$ cat config.mk
export PLATFORM = sky130hd
export DESIGN_NAME = sorted_key_set_top
export DESIGN_NICKNAME = d
export VERILOG_FILES = /design/src/hw/rtl/skset_pkg.sv /design/src/hw/rtl/skset_cell.sv /design/src/hw/rtl/skset_encode.sv /design/src/hw/rtl/sorted_key_set_top.sv
export SDC_FILE = /design/constraint.sdc
export NUM_CORES = 2
export LEC_CHECK = 0
export BUFFER_PORTS_ARGS = -buffer_cell sky130_fd_sc_hd__buf_4
export CORE_UTILIZATION = 65
export DETAILED_ROUTE_END_ITERATION = 7
export PLACE_DENSITY = 0.83
export REMOVE_ABC_BUFFERS = 1
export SYNTH_ARGS = -nofsm -noshare
export SYNTH_HDL_FRONTEND = slang
export SYNTH_SLANG_ARGS = --single-unit
$ cat constraint.sdc
create_clock -name clk -period 9.2 [get_ports clk]
set_input_delay 1.38 -clock clk [delete_from_list [all_inputs] [get_ports clk]]
set_output_delay 1.38 -clock clk [all_outputs]
set_load 0.02 [all_outputs]
$ cat src/hw/rtl/skset_pkg.sv
// Shared types and constants for the sorted key set block.
// Holds operation codes, status codes, port widths and the cell control struct.
// No dependencies.
package skset_pkg;

  localparam int IN_KEY_W = 16;
  localparam int OP_W     = 2;
  localparam int POS_W    = 7;
  localparam int STAT_W   = 2;

  localparam logic [OP_W-1:0] OP_INSERT = 2'd0;
  localparam logic [OP_W-1:0] OP_REMOVE = 2'd1;
  localparam logic [OP_W-1:0] OP_FIND   = 2'd2;

  localparam logic [STAT_W-1:0] STAT_DONE      = 2'd0;
  localparam logic [STAT_W-1:0] STAT_NO_CHANGE = 2'd1;
  localparam logic [STAT_W-1:0] STAT_FULL      = 2'd2;

  // Update command broadcast to every cell of the row.
  typedef struct packed {
    logic ins;
    logic rem;
  } skset_ctrl_t;

endpackage

$ cat src/hw/rtl/skset_cell.sv
// One entry of the sorted key row: holds a key and its compare flags.
// Depends on skset_pkg for the control struct.
module skset_cell #(
  parameter int KEY_BITS = 16
) (
  input  logic                 clk,
  input  logic                 cmp_en,
  input  logic [KEY_BITS-1:0]  cmp_key,
  input  logic                 valid,
  input  skset_pkg::skset_ctrl_t ctrl,
  input  logic [KEY_BITS-1:0]  ins_key,
  input  logic                 lt_prev,
  input  logic [KEY_BITS-1:0]  key_prev,
  input  logic [KEY_BITS-1:0]  key_next,
  output logic                 lt_o,
  output logic                 eq_o,
  output logic [KEY_BITS-1:0]  key_o
);
  import skset_pkg::*;

  logic                lt_r;
  logic                eq_r;
  logic [KEY_BITS-1:0] key_r;

  always_ff @(posedge clk) begin
    if (cmp_en) begin
      lt_r <= valid & (key_r < cmp_key);
      eq_r <= valid & (key_r == cmp_key);
    end
    // Cells at or above the lower bound take part in the shift.
    if (ctrl.ins && !lt_r) begin
      key_r <= lt_prev ? ins_key : key_prev;
    end else if (ctrl.rem && !lt_r) begin
      key_r <= key_next;
    end
  end

  assign lt_o  = lt_r;
  assign eq_o  = eq_r;
  assign key_o = key_r;

endmodule

$ cat src/hw/rtl/skset_encode.sv
// Turns the row's less-than flags into the lower-bound position and a hit flag.
// Depends on nothing outside this file.
module skset_encode #(
  parameter int CAPACITY = 64,
  parameter int CNT_W    = 7
) (
  input  logic [CAPACITY-1:0] lt_vec,
  input  logic [CAPACITY-1:0] eq_vec,
  output logic [CNT_W-1:0]    pos,
  output logic                hit
);

  logic [CAPACITY-1:0] bound;

  // The flags form a thermometer; the boundary is where it drops to zero.
  always_comb begin
    bound[0] = ~lt_vec[0];
    for (int i = 1; i < CAPACITY; i++) begin
      bound[i] = lt_vec[i-1] & ~lt_vec[i];
    end
  end

  always_comb begin
    pos = '0;
    for (int i = 0; i < CAPACITY; i++) begin
      if (bound[i]) begin
        pos = pos | CNT_W'(i);
      end
    end
    if (lt_vec[CAPACITY-1]) begin
      pos = pos | CNT_W'(CAPACITY);
    end
  end

  assign hit = |eq_vec;

endmodule

$ cat src/hw/rtl/sorted_key_set_top.sv
// Sorted key set: a row of compare-and-shift cells holding distinct keys in order.
// The result strobe is high in the cycle right after the update cycle.
// The cells compare at the accepting edge and shift at the next edge, and busy is
// high for that one update cycle; no new item is taken while busy is high.
// Reset clears the stored count and the control state; key storage is not cleared.
// The receiver cannot stall: each result beat is shown for exactly one cycle.
module sorted_key_set_top #(
  parameter int CAPACITY = 64,
  parameter int KEY_BITS = 16
) (
  input  logic                            clk,
  input  logic                            rst_n,
  input  logic                            start,
  output logic                            busy,
  input  logic [skset_pkg::OP_W-1:0]      in_op,
  input  logic [skset_pkg::IN_KEY_W-1:0]  in_key,
  output logic                            out_strobe,
  output logic [skset_pkg::POS_W-1:0]     out_position,
  output logic                            out_found,
  output logic [skset_pkg::POS_W-1:0]     out_count,
  output logic [skset_pkg::STAT_W-1:0]    out_status
);
  import skset_pkg::*;

  localparam int CNT_W = $clog2(CAPACITY + 1);

  typedef enum logic {
    ST_IDLE,
    ST_UPD
  } state_t;

  state_t              state_r;
  logic [OP_W-1:0]     op_r;
  logic [KEY_BITS-1:0] key_r;
  logic [CNT_W-1:0]    count_r;
  logic [CNT_W-1:0]    count_nxt;

  logic                out_strobe_r;
  logic [POS_W-1:0]    out_position_r;
  logic                out_found_r;
  logic [POS_W-1:0]    out_count_r;
  logic [STAT_W-1:0]   out_status_r;
  logic [STAT_W-1:0]   status_nxt;

  logic                accept;
  logic [KEY_BITS-1:0] cmp_key;
  logic [CAPACITY-1:0] lt_vec;
  logic [CAPACITY-1:0] eq_vec;
  logic [KEY_BITS-1:0] key_q [CAPACITY];
  logic [CNT_W-1:0]    pos;
  logic                hit;
  logic                full;
  skset_ctrl_t         ctrl;

  assign accept = start & (state_r == ST_IDLE);
  assign busy   = (state_r != ST_IDLE);

  // The incoming key is cut or zero-extended to the stored key width.
  generate
    if (KEY_BITS <= IN_KEY_W) begin : g_key_cut
      assign cmp_key = in_key[KEY_BITS-1:0];
    end else begin : g_key_ext
      assign cmp_key = {{(KEY_BITS - IN_KEY_W){1'b0}}, in_key};
    end
  endgenerate

  // Each cell compares its key with the incoming key on the accepting edge and, in the
  // update cycle that follows, shifts toward or away from its neighbor as the operation asks.
  generate
    for (genvar i = 0; i < CAPACITY; i++) begin : g_row
      logic                lt_prev;
      logic [KEY_BITS-1:0] key_prev;
      logic [KEY_BITS-1:0] key_next;

      if (i == 0) begin : g_first
        assign lt_prev  = 1'b1;
        assign key_prev = key_r;
      end else begin : g_mid
        assign lt_prev  = lt_vec[i-1];
        assign key_prev = key_q[i-1];
      end

      if (i == CAPACITY - 1) begin : g_last
        assign key_next = key_q[i];
      end else begin : g_inner
        assign key_next = key_q[i+1];
      end

      skset_cell #(
        .KEY_BITS(KEY_BITS)
      ) u_cell (
        .clk      (clk),
        .cmp_en   (accept),
        .cmp_key  (cmp_key),
        .valid    (CNT_W'(i) < count_r),
        .ctrl     (ctrl),
        .ins_key  (key_r),
        .lt_prev  (lt_prev),
        .key_prev (key_prev),
        .key_next (key_next),
        .lt_o     (lt_vec[i]),
        .eq_o     (eq_vec[i]),
        .key_o    (key_q[i])
      );
    end
  endgenerate

  skset_encode #(
    .CAPACITY(CAPACITY),
    .CNT_W   (CNT_W)
  ) u_encode (
    .lt_vec (lt_vec),
    .eq_vec (eq_vec),
    .pos    (pos),
    .hit    (hit)
  );

  assign full = (count_r == CNT_W'(CAPACITY));

  // Decide the operation's effect in the update cycle. An unused code acts as find.
  always_comb begin
    ctrl       = '0;
    count_nxt  = count_r;
    status_nxt = STAT_DONE;
    if (state_r == ST_UPD) begin
      case (op_r)
        OP_INSERT: begin
          if (hit) begin
            status_nxt = STAT_NO_CHANGE;
          end else if (full) begin
            status_nxt = STAT_FULL;
          end else begin
            ctrl.ins  = 1'b1;
            count_nxt = count_r + CNT_W'(1);
          end
        end
        OP_REMOVE: begin
          if (hit) begin
            ctrl.rem  = 1'b1;
            count_nxt = count_r - CNT_W'(1);
          end else begin
            status_nxt = STAT_NO_CHANGE;
          end
        end
        default: begin
          status_nxt = STAT_DONE;
        end
      endcase
    end
  end

  always_ff @(posedge clk) begin
    if (!rst_n) begin
      state_r      <= ST_IDLE;
      count_r      <= '0;
      out_strobe_r <= 1'b0;
    end else begin
      out_strobe_r <= 1'b0;
      case (state_r)
        ST_IDLE: begin
          if (start) begin
            state_r <= ST_UPD;
          end
        end
        ST_UPD: begin
          state_r      <= ST_IDLE;
          count_r      <= count_nxt;
          out_strobe_r <= 1'b1;
        end
        default: begin
          state_r <= ST_IDLE;
        end
      endcase
    end
    if (accept) begin
      op_r  <= in_op;
      key_r <= cmp_key;
    end
    if (state_r == ST_UPD) begin
      out_position_r <= POS_W'(pos);
      out_found_r    <= hit;
      out_count_r    <= POS_W'(count_nxt);
      out_status_r   <= status_nxt;
    end
  end

  assign out_strobe   = out_strobe_r;
  assign out_position = out_position_r;
  assign out_found    = out_found_r;
  assign out_count    = out_count_r;
  assign out_status   = out_status_r;

endmodule

Word-level counts from Yosys, hierarchy flattened
Cells that the tools add are included.

Output and inout port bits: 19. Input bits: 21. Flip-flop bits (word level): 1196.

Order comparisons: 128. Mux-type cells: 365. Bitwise gates (word level): 256. Add/sub/neg operators: 2. Reductions and logical operators: 256. Eq/ne operators: 67.

Operators by type and width (number): two-way mux 16 bit (253); == test 16 bit (64); less-than comparator 16 bit (64); less-than comparator 6 x 7 -> 1 bit (first input constant) (32); AND 1 bit (192); two-way mux 6 bit (32); logical AND 1 bit (127); nonzero test 2 bit (63); less-than comparator 5 x 7 -> 1 bit (first input constant) (16); two-way mux 7 bit (14); two-way mux 5 bit (16); logical NOT 1 bit (64); NOT 1 bit (64); OR reduction 64 bit (1); less-than comparator 4 x 7 -> 1 bit (first input constant) (8); two-way mux 4 bit (8); less-than comparator 3 x 7 -> 1 bit (first input constant) (4); two-way mux 2 bit (13); two-way mux 1 bit (22); less-than comparator 1 x 7 -> 1 bit (first input constant) (2); less-than comparator 2 x 7 -> 1 bit (first input constant) (2); case mux 7 bit (2 select lines) (1); two-way mux 3 bit (4); adder 7 x 1 -> 7 bit (second input constant) (1); 7 further kinds (7).

Depth between registers and ports, before layout
Word-level depth: 65. Mapped depth: 12. Mapped depth without buffers: 8.

Cells and area by module
Synthesis repeated with hierarchy kept, for this count alone.

Cell total of the unflattened synthesis: 8902. Area, all modules: 85802.3 µm².

By module, submodules not included: skset_cell (times used 64, area an instance 1290.0 µm², seq. area each 540.5 µm², cells each 133); sorted_key_set_top (times used 1, area an instance 2398.6 µm², seq. area each 1231.2 µm², cells each 249); skset_encode (times used 1, area an instance 844.6 µm², seq. area each 0.0 µm², cells each 141).

Worst setup path after synthesis
OpenSTA, ideal clock, no wires.

Path type: input to register. From: input start. To: register key_r[0], in the netlist g_row[0].key_prev[0] (enable). Buffers on the path: 0. Path slack: 0.815 ns. Setup time: 0.668 ns. Stages: 1. Arrival time: 7.717 ns. Cell sequence: nor2b_1.

Longest elaborated chain between the ends: 1.

RTL lines: start, declared (RTL line sorted_key_set_top.sv:13) `input logic start,`; AND 1 bit (RTL line sorted_key_set_top.sv:55) `assign accept = start & (state_r == ST_IDLE);`; end signal, assigned (RTL line sorted_key_set_top.sv:177) `key_r <= cmp_key;`; end, declared (RTL line sorted_key_set_top.sv:34) `logic [KEY_BITS-1:0] key_r;`.

No other way between the ends. A chain may end at the register's enable or synchronous reset.

Worst setup path in the final report
From: register g_row[28].u_cell.eq_r. To: register g_row[19].u_cell.key_r[6] (enable).

Longest elaborated chain between the ends: 9. Elaborated cells between the ends (all ways): 15. Those cells by class: 11 x mux; 4 x reduce/logical.

RTL lines: start, declared (RTL line skset_cell.sv:22) `logic eq_r;`; start signal, assigned (RTL line skset_cell.sv:28) `eq_r <= valid & (key_r == cmp_key);`; OR reduction 64 bit * (RTL line skset_encode.sv:35) `assign hit = |eq_vec;`; two-way mux 1 bit, on equally long branches (RTL line sorted_key_set_top.sv:138, sorted_key_set_top.sv:128); two-way mux 1 bit (RTL line sorted_key_set_top.sv:126) `case (op_r)`; two-way mux 1 bit (RTL line sorted_key_set_top.sv:125) `if (state_r == ST_UPD) begin`; two-way mux 1 bit (RTL line sorted_key_set_top.sv:126); two-way mux 1 bit (RTL line sorted_key_set_top.sv:125); two-way mux 2 bit * (RTL line sorted_key_set_top.sv:125); logical AND 1 bit, on equally long branches (RTL line skset_cell.sv:33, skset_cell.sv:31); nonzero test 2 bit (no source line) *; end signal, assigned (RTL line skset_cell.sv:32) `key_r <= lt_prev ? ins_key : key_prev;`; end signal, assigned (RTL line skset_cell.sv:34) `key_r <= key_next;`; end, declared (RTL line skset_cell.sv:23) `logic [KEY_BITS-1:0] key_r;`.

Mark *: on every way between the ends. The rest lies on a longest branch, timed or not. The select of a mux whose other input is x is not followed.

==> results by group <==
Clock tree
  – Clock Sinks: 1,196
  – CTS Buf Count: 135
  – Cts-stage hold buffer count: 0
  – Post-cts sizing count: 0
  – Postcts setup bufs: 0
  – Clock transition at path regs: 0.06 ns
  – Worst-case clock buffer depth: 3
  – CTS tree: yes
  – Later-pin clock latency in the skew report: 0.82 ns
  – Root buf cell: clkbuf_16
  – H-tree depth: 4

Timing
  – WHS: 0.565 ns
  – RSZ-0062 raised after global routing: no
  – Hold Vio Cnt, Final: 0
  – Slew HR: 6.61%
  – Worst Max-Slew Pin Slew: 1.40 ns
  – Tcrit/Tclk final: 55.7%
  – Clk_skew: 0.0394 ns
  – Fmax: 195 MHz
  – Setup tns final: 0 ns
  – Period minus WS final: 5.13 ns
  – Final Setup Violations: 0
  – Fin. max-slew vios: 0

Floorplanning
  – Initial Util: 65.7%
  – Core area: 124,000 um^2
  – Die Wd: 356 um
  – Row Count: 129
  – Die Ht: 356 um
  – Boundary pin count: 40
  – Die area: 127,000 um^2

Synthesis
  – Post-synth top area share: 43.8%
  – Unique masters post-synth: 58
  – Yosys warns: 0
  – Top-count cell post-synth: edfxtp_1
  – Post-synth ARST share: 0%
  – Ranking of synthesized cells by area: edfxtp_1 44%, ha_1 16%, mux2i_1 12%
  – Syn avg cell area: 10.3 um^2
  – Sequential fraction of the synthesis area: 44.0%
  – Flops & latches, synth: 1,196
  – Main synth FF type: edfxtp_1
  – Post-Synthesis Cells: 7,890
  – Largest area contributor in the netlist: edfxtp_1
  – Post-synth EDFFs: 1,187
  – Commonest cells in the netlist: 1,187 x edfxtp_1, 1,073 x nand2_1, 1,027 x ha_1
  – Mapped cell area: 81,500 um^2

Pwr
  – Power Density: 153 nW/um^2
  – Peak supply drop: 0.190 mV
  – Int Pwr: 9.91 mW
  – Sequential power share: 46.0%
  – Sw frac: 26.3%
  – Pleak: 36.6 nW
  – NetSw: 3.53 mW
  – Power Total: 13.4 mW
  – Clk pwr share: 42.7%
  – Gate power share: 11.3%

Global route
  – Vias in the first global route: 65.8k
  – Largest net degree at the start of global routing: 66
  – Initial antenna violation count: 11
  – Total gr overflow: 0
  – Aggregate global-route resource usage: 43.0%
  – Global-route wire length before repair: 408 mm

Setup path
  – Reg2Reg Capture Point: g_row[19].u_cell.key_o[6]
  – Critical Path Fanout Max: 32
  – WP buf/inv: 2
  – Critical path type: reg -> reg
  – CP startpoint kind: register
  – Path depth of the worst reg2reg path: 8
  – Setup slack, reg-to-reg: 4.07 ns
  – Max stage delay on crit path: 1.14 ns
  – Worst r2r src: g_row[28].u_cell.eq_o
  – Nature of the critical path endpoint: register
  – CP startpoint: g_row[28].u_cell.eq_o
  – Worst path top cell family by delay: simple AND/OR/NAND/NOR gates
  – Worst path arrival time: 5.54 ns
  – Critical path, cell by cell: nor4_1, nand4_1, nor4_4, inv_2, nor3_1, nor2_4, buf_4, nor2_1
  – Slowest stage cell, crit path: nor2_1
  – Critical path data required time: 9.61 ns

Final layout
  – Multi-input logic area: 43,400 um^2
  – Final nets: 8,801
  – FF/Latch Area: 35,800 um^2
  – Layout area overhead: 8.04%
  – Final Cell Area: 88,000 um^2
  – Share of post-route cells with drive strength above 1: 6.31%
  – Filler cells: 8,752

Placed design
  – IO Port Bufs: 39
  – Routability cong.: 1.03
  – Area after DPL: 83,400 um^2
  – DP HPWL: 191 mm

Job
  – Max_cap viols: 0

Min path
  – Worst Hold Path EP: g_row[62].u_cell.key_o[0]
  – Hold Path Origin: g_row[63].u_cell.key_o[0]
  – Worst hold path type: reg -> reg
  – Hold depth: 2

Drt
  – Initial DRC count: 10.3k
  – Vias per cell: 7.13
  – DR pass1 iterations: 8
  – DR vias: 67.8k
  – DRC Markers: 24
  – Final wirelength: 277 mm
  – WL/cell: 29.1 um
  – Post-route ant nets: 0

Outcome
  – Failing checks: DRC
  – Status: finished with violations
cell type report:
cell class              count  area share [%]
diodes                      9          0.0256
well taps                1637            2.33
clock inverters            77            1.02
multi-input cells        6078            49.4
clock buffers             168            4.16
repair buffers            211            1.82
flip-flops and latches   1196            40.7
inverters                 131           0.591
cells by family (layout without fill, tap and decap cells):
family / count (synthesis) / after routing / share of synthesized area [%]
AND/OR/NAND/NOR: 2189 / 2189 / 12.1
XOR/XNOR: 2 / 2 / 0.0215
multiplexers: 1028 / 1028 / 12.7
other: 0 / 9 / 0
AO/OA/AOI/OAI: 1832 / 1832 / 12.6
adder cells (fa/ha/maj): 1027 / 1027 / 15.8
flip-flops: 1196 / 1196 / 44.0
buffers and inverters: 616 / 587 / 2.90
sequential cells by signal (all words and copies together), names as in the netlist, 2 cells and up:
name	flops
out_status	2
g_row.u_cell.key_o	1024
g_row.u_cell.eq_o	64
g_row.u_cell.lt_o	64
count_r	7
op_r	2
out_position	7
out_count	7
g_row.key_prev	16
cell usage in the layout (no fill, tap or decap), types with 32 or more instances in the layout:
master,n
buf_4,208
o21ai_1,186
clkbuf_16,142
nand2_1,1072
nor2_1,446
o211ai_1,108
a21oi_1,415
o21ai_0,837
mux2i_1,997
nor2b_1,128
clkinv_2,32
nand2b_1,60
ha_1,1027
a21o_1,143
nand4_1,248
inv_1,114
edfxtp_1,1187
nor4_1,62
nand3_1,84
a211oi_1,42
power groups by stage:
stage          clock (mW)  combinational [mW]  sequential (mW)
2_1_floorplan           0               0.805             6.35
3_3_place_gp            0                1.38             6.29
3_5_place_dp            0                1.44             6.29
4_1_cts              5.69                1.46             6.18
5_1_grt              5.88                1.61             6.19
6_report             5.73                1.52             6.18
tightest hold or removal path, cell delays in order, from the launching register on:
cell and delay, ns:
edfxtp_1 0.34, nand2_1 0.05, o21ai_0 0.06
routing by layer:
metal  vias to the layer above  track usage, %  part of all wire [%]
met4                        15            26.3                   7.2
met1                     31900            55.7                    36
met3                      1262            11.4                    14
met5                         -               0                 0.091
li1                      29400               -                     -
met2                      5188            64.3                    43
worst max-delay path by stage:
| stage | depth (start not counted) | endpoint |
|---|---|---|
| 2_1_floorplan | 1 | g_row[0].key_prev[0] |
| 3_3_place_gp | 8 | g_row[1].u_cell.key_o[0] |
| 3_5_place_dp | 8 | g_row[1].u_cell.key_o[6] |
| 4_1_cts | 8 | g_row[1].u_cell.key_o[6] |
| 5_1_grt | 8 | g_row[2].u_cell.key_o[11] |
| 6_report | 8 | g_row[19].u_cell.key_o[6] |
through the flow:
stage	cells	utilization, %	setup slack, ns
4_1_cts	9494	70.9	4.25
3_3_place_gp	9249	67.3	3.78
5_1_grt	9498	71.0	4.00
2_1_floorplan	7405	-	0.815
3_5_place_dp	9249	67.3	4.28
6_report	9507	71.0	4.07
Note: power is estimated with default switching activity, not from simulation.
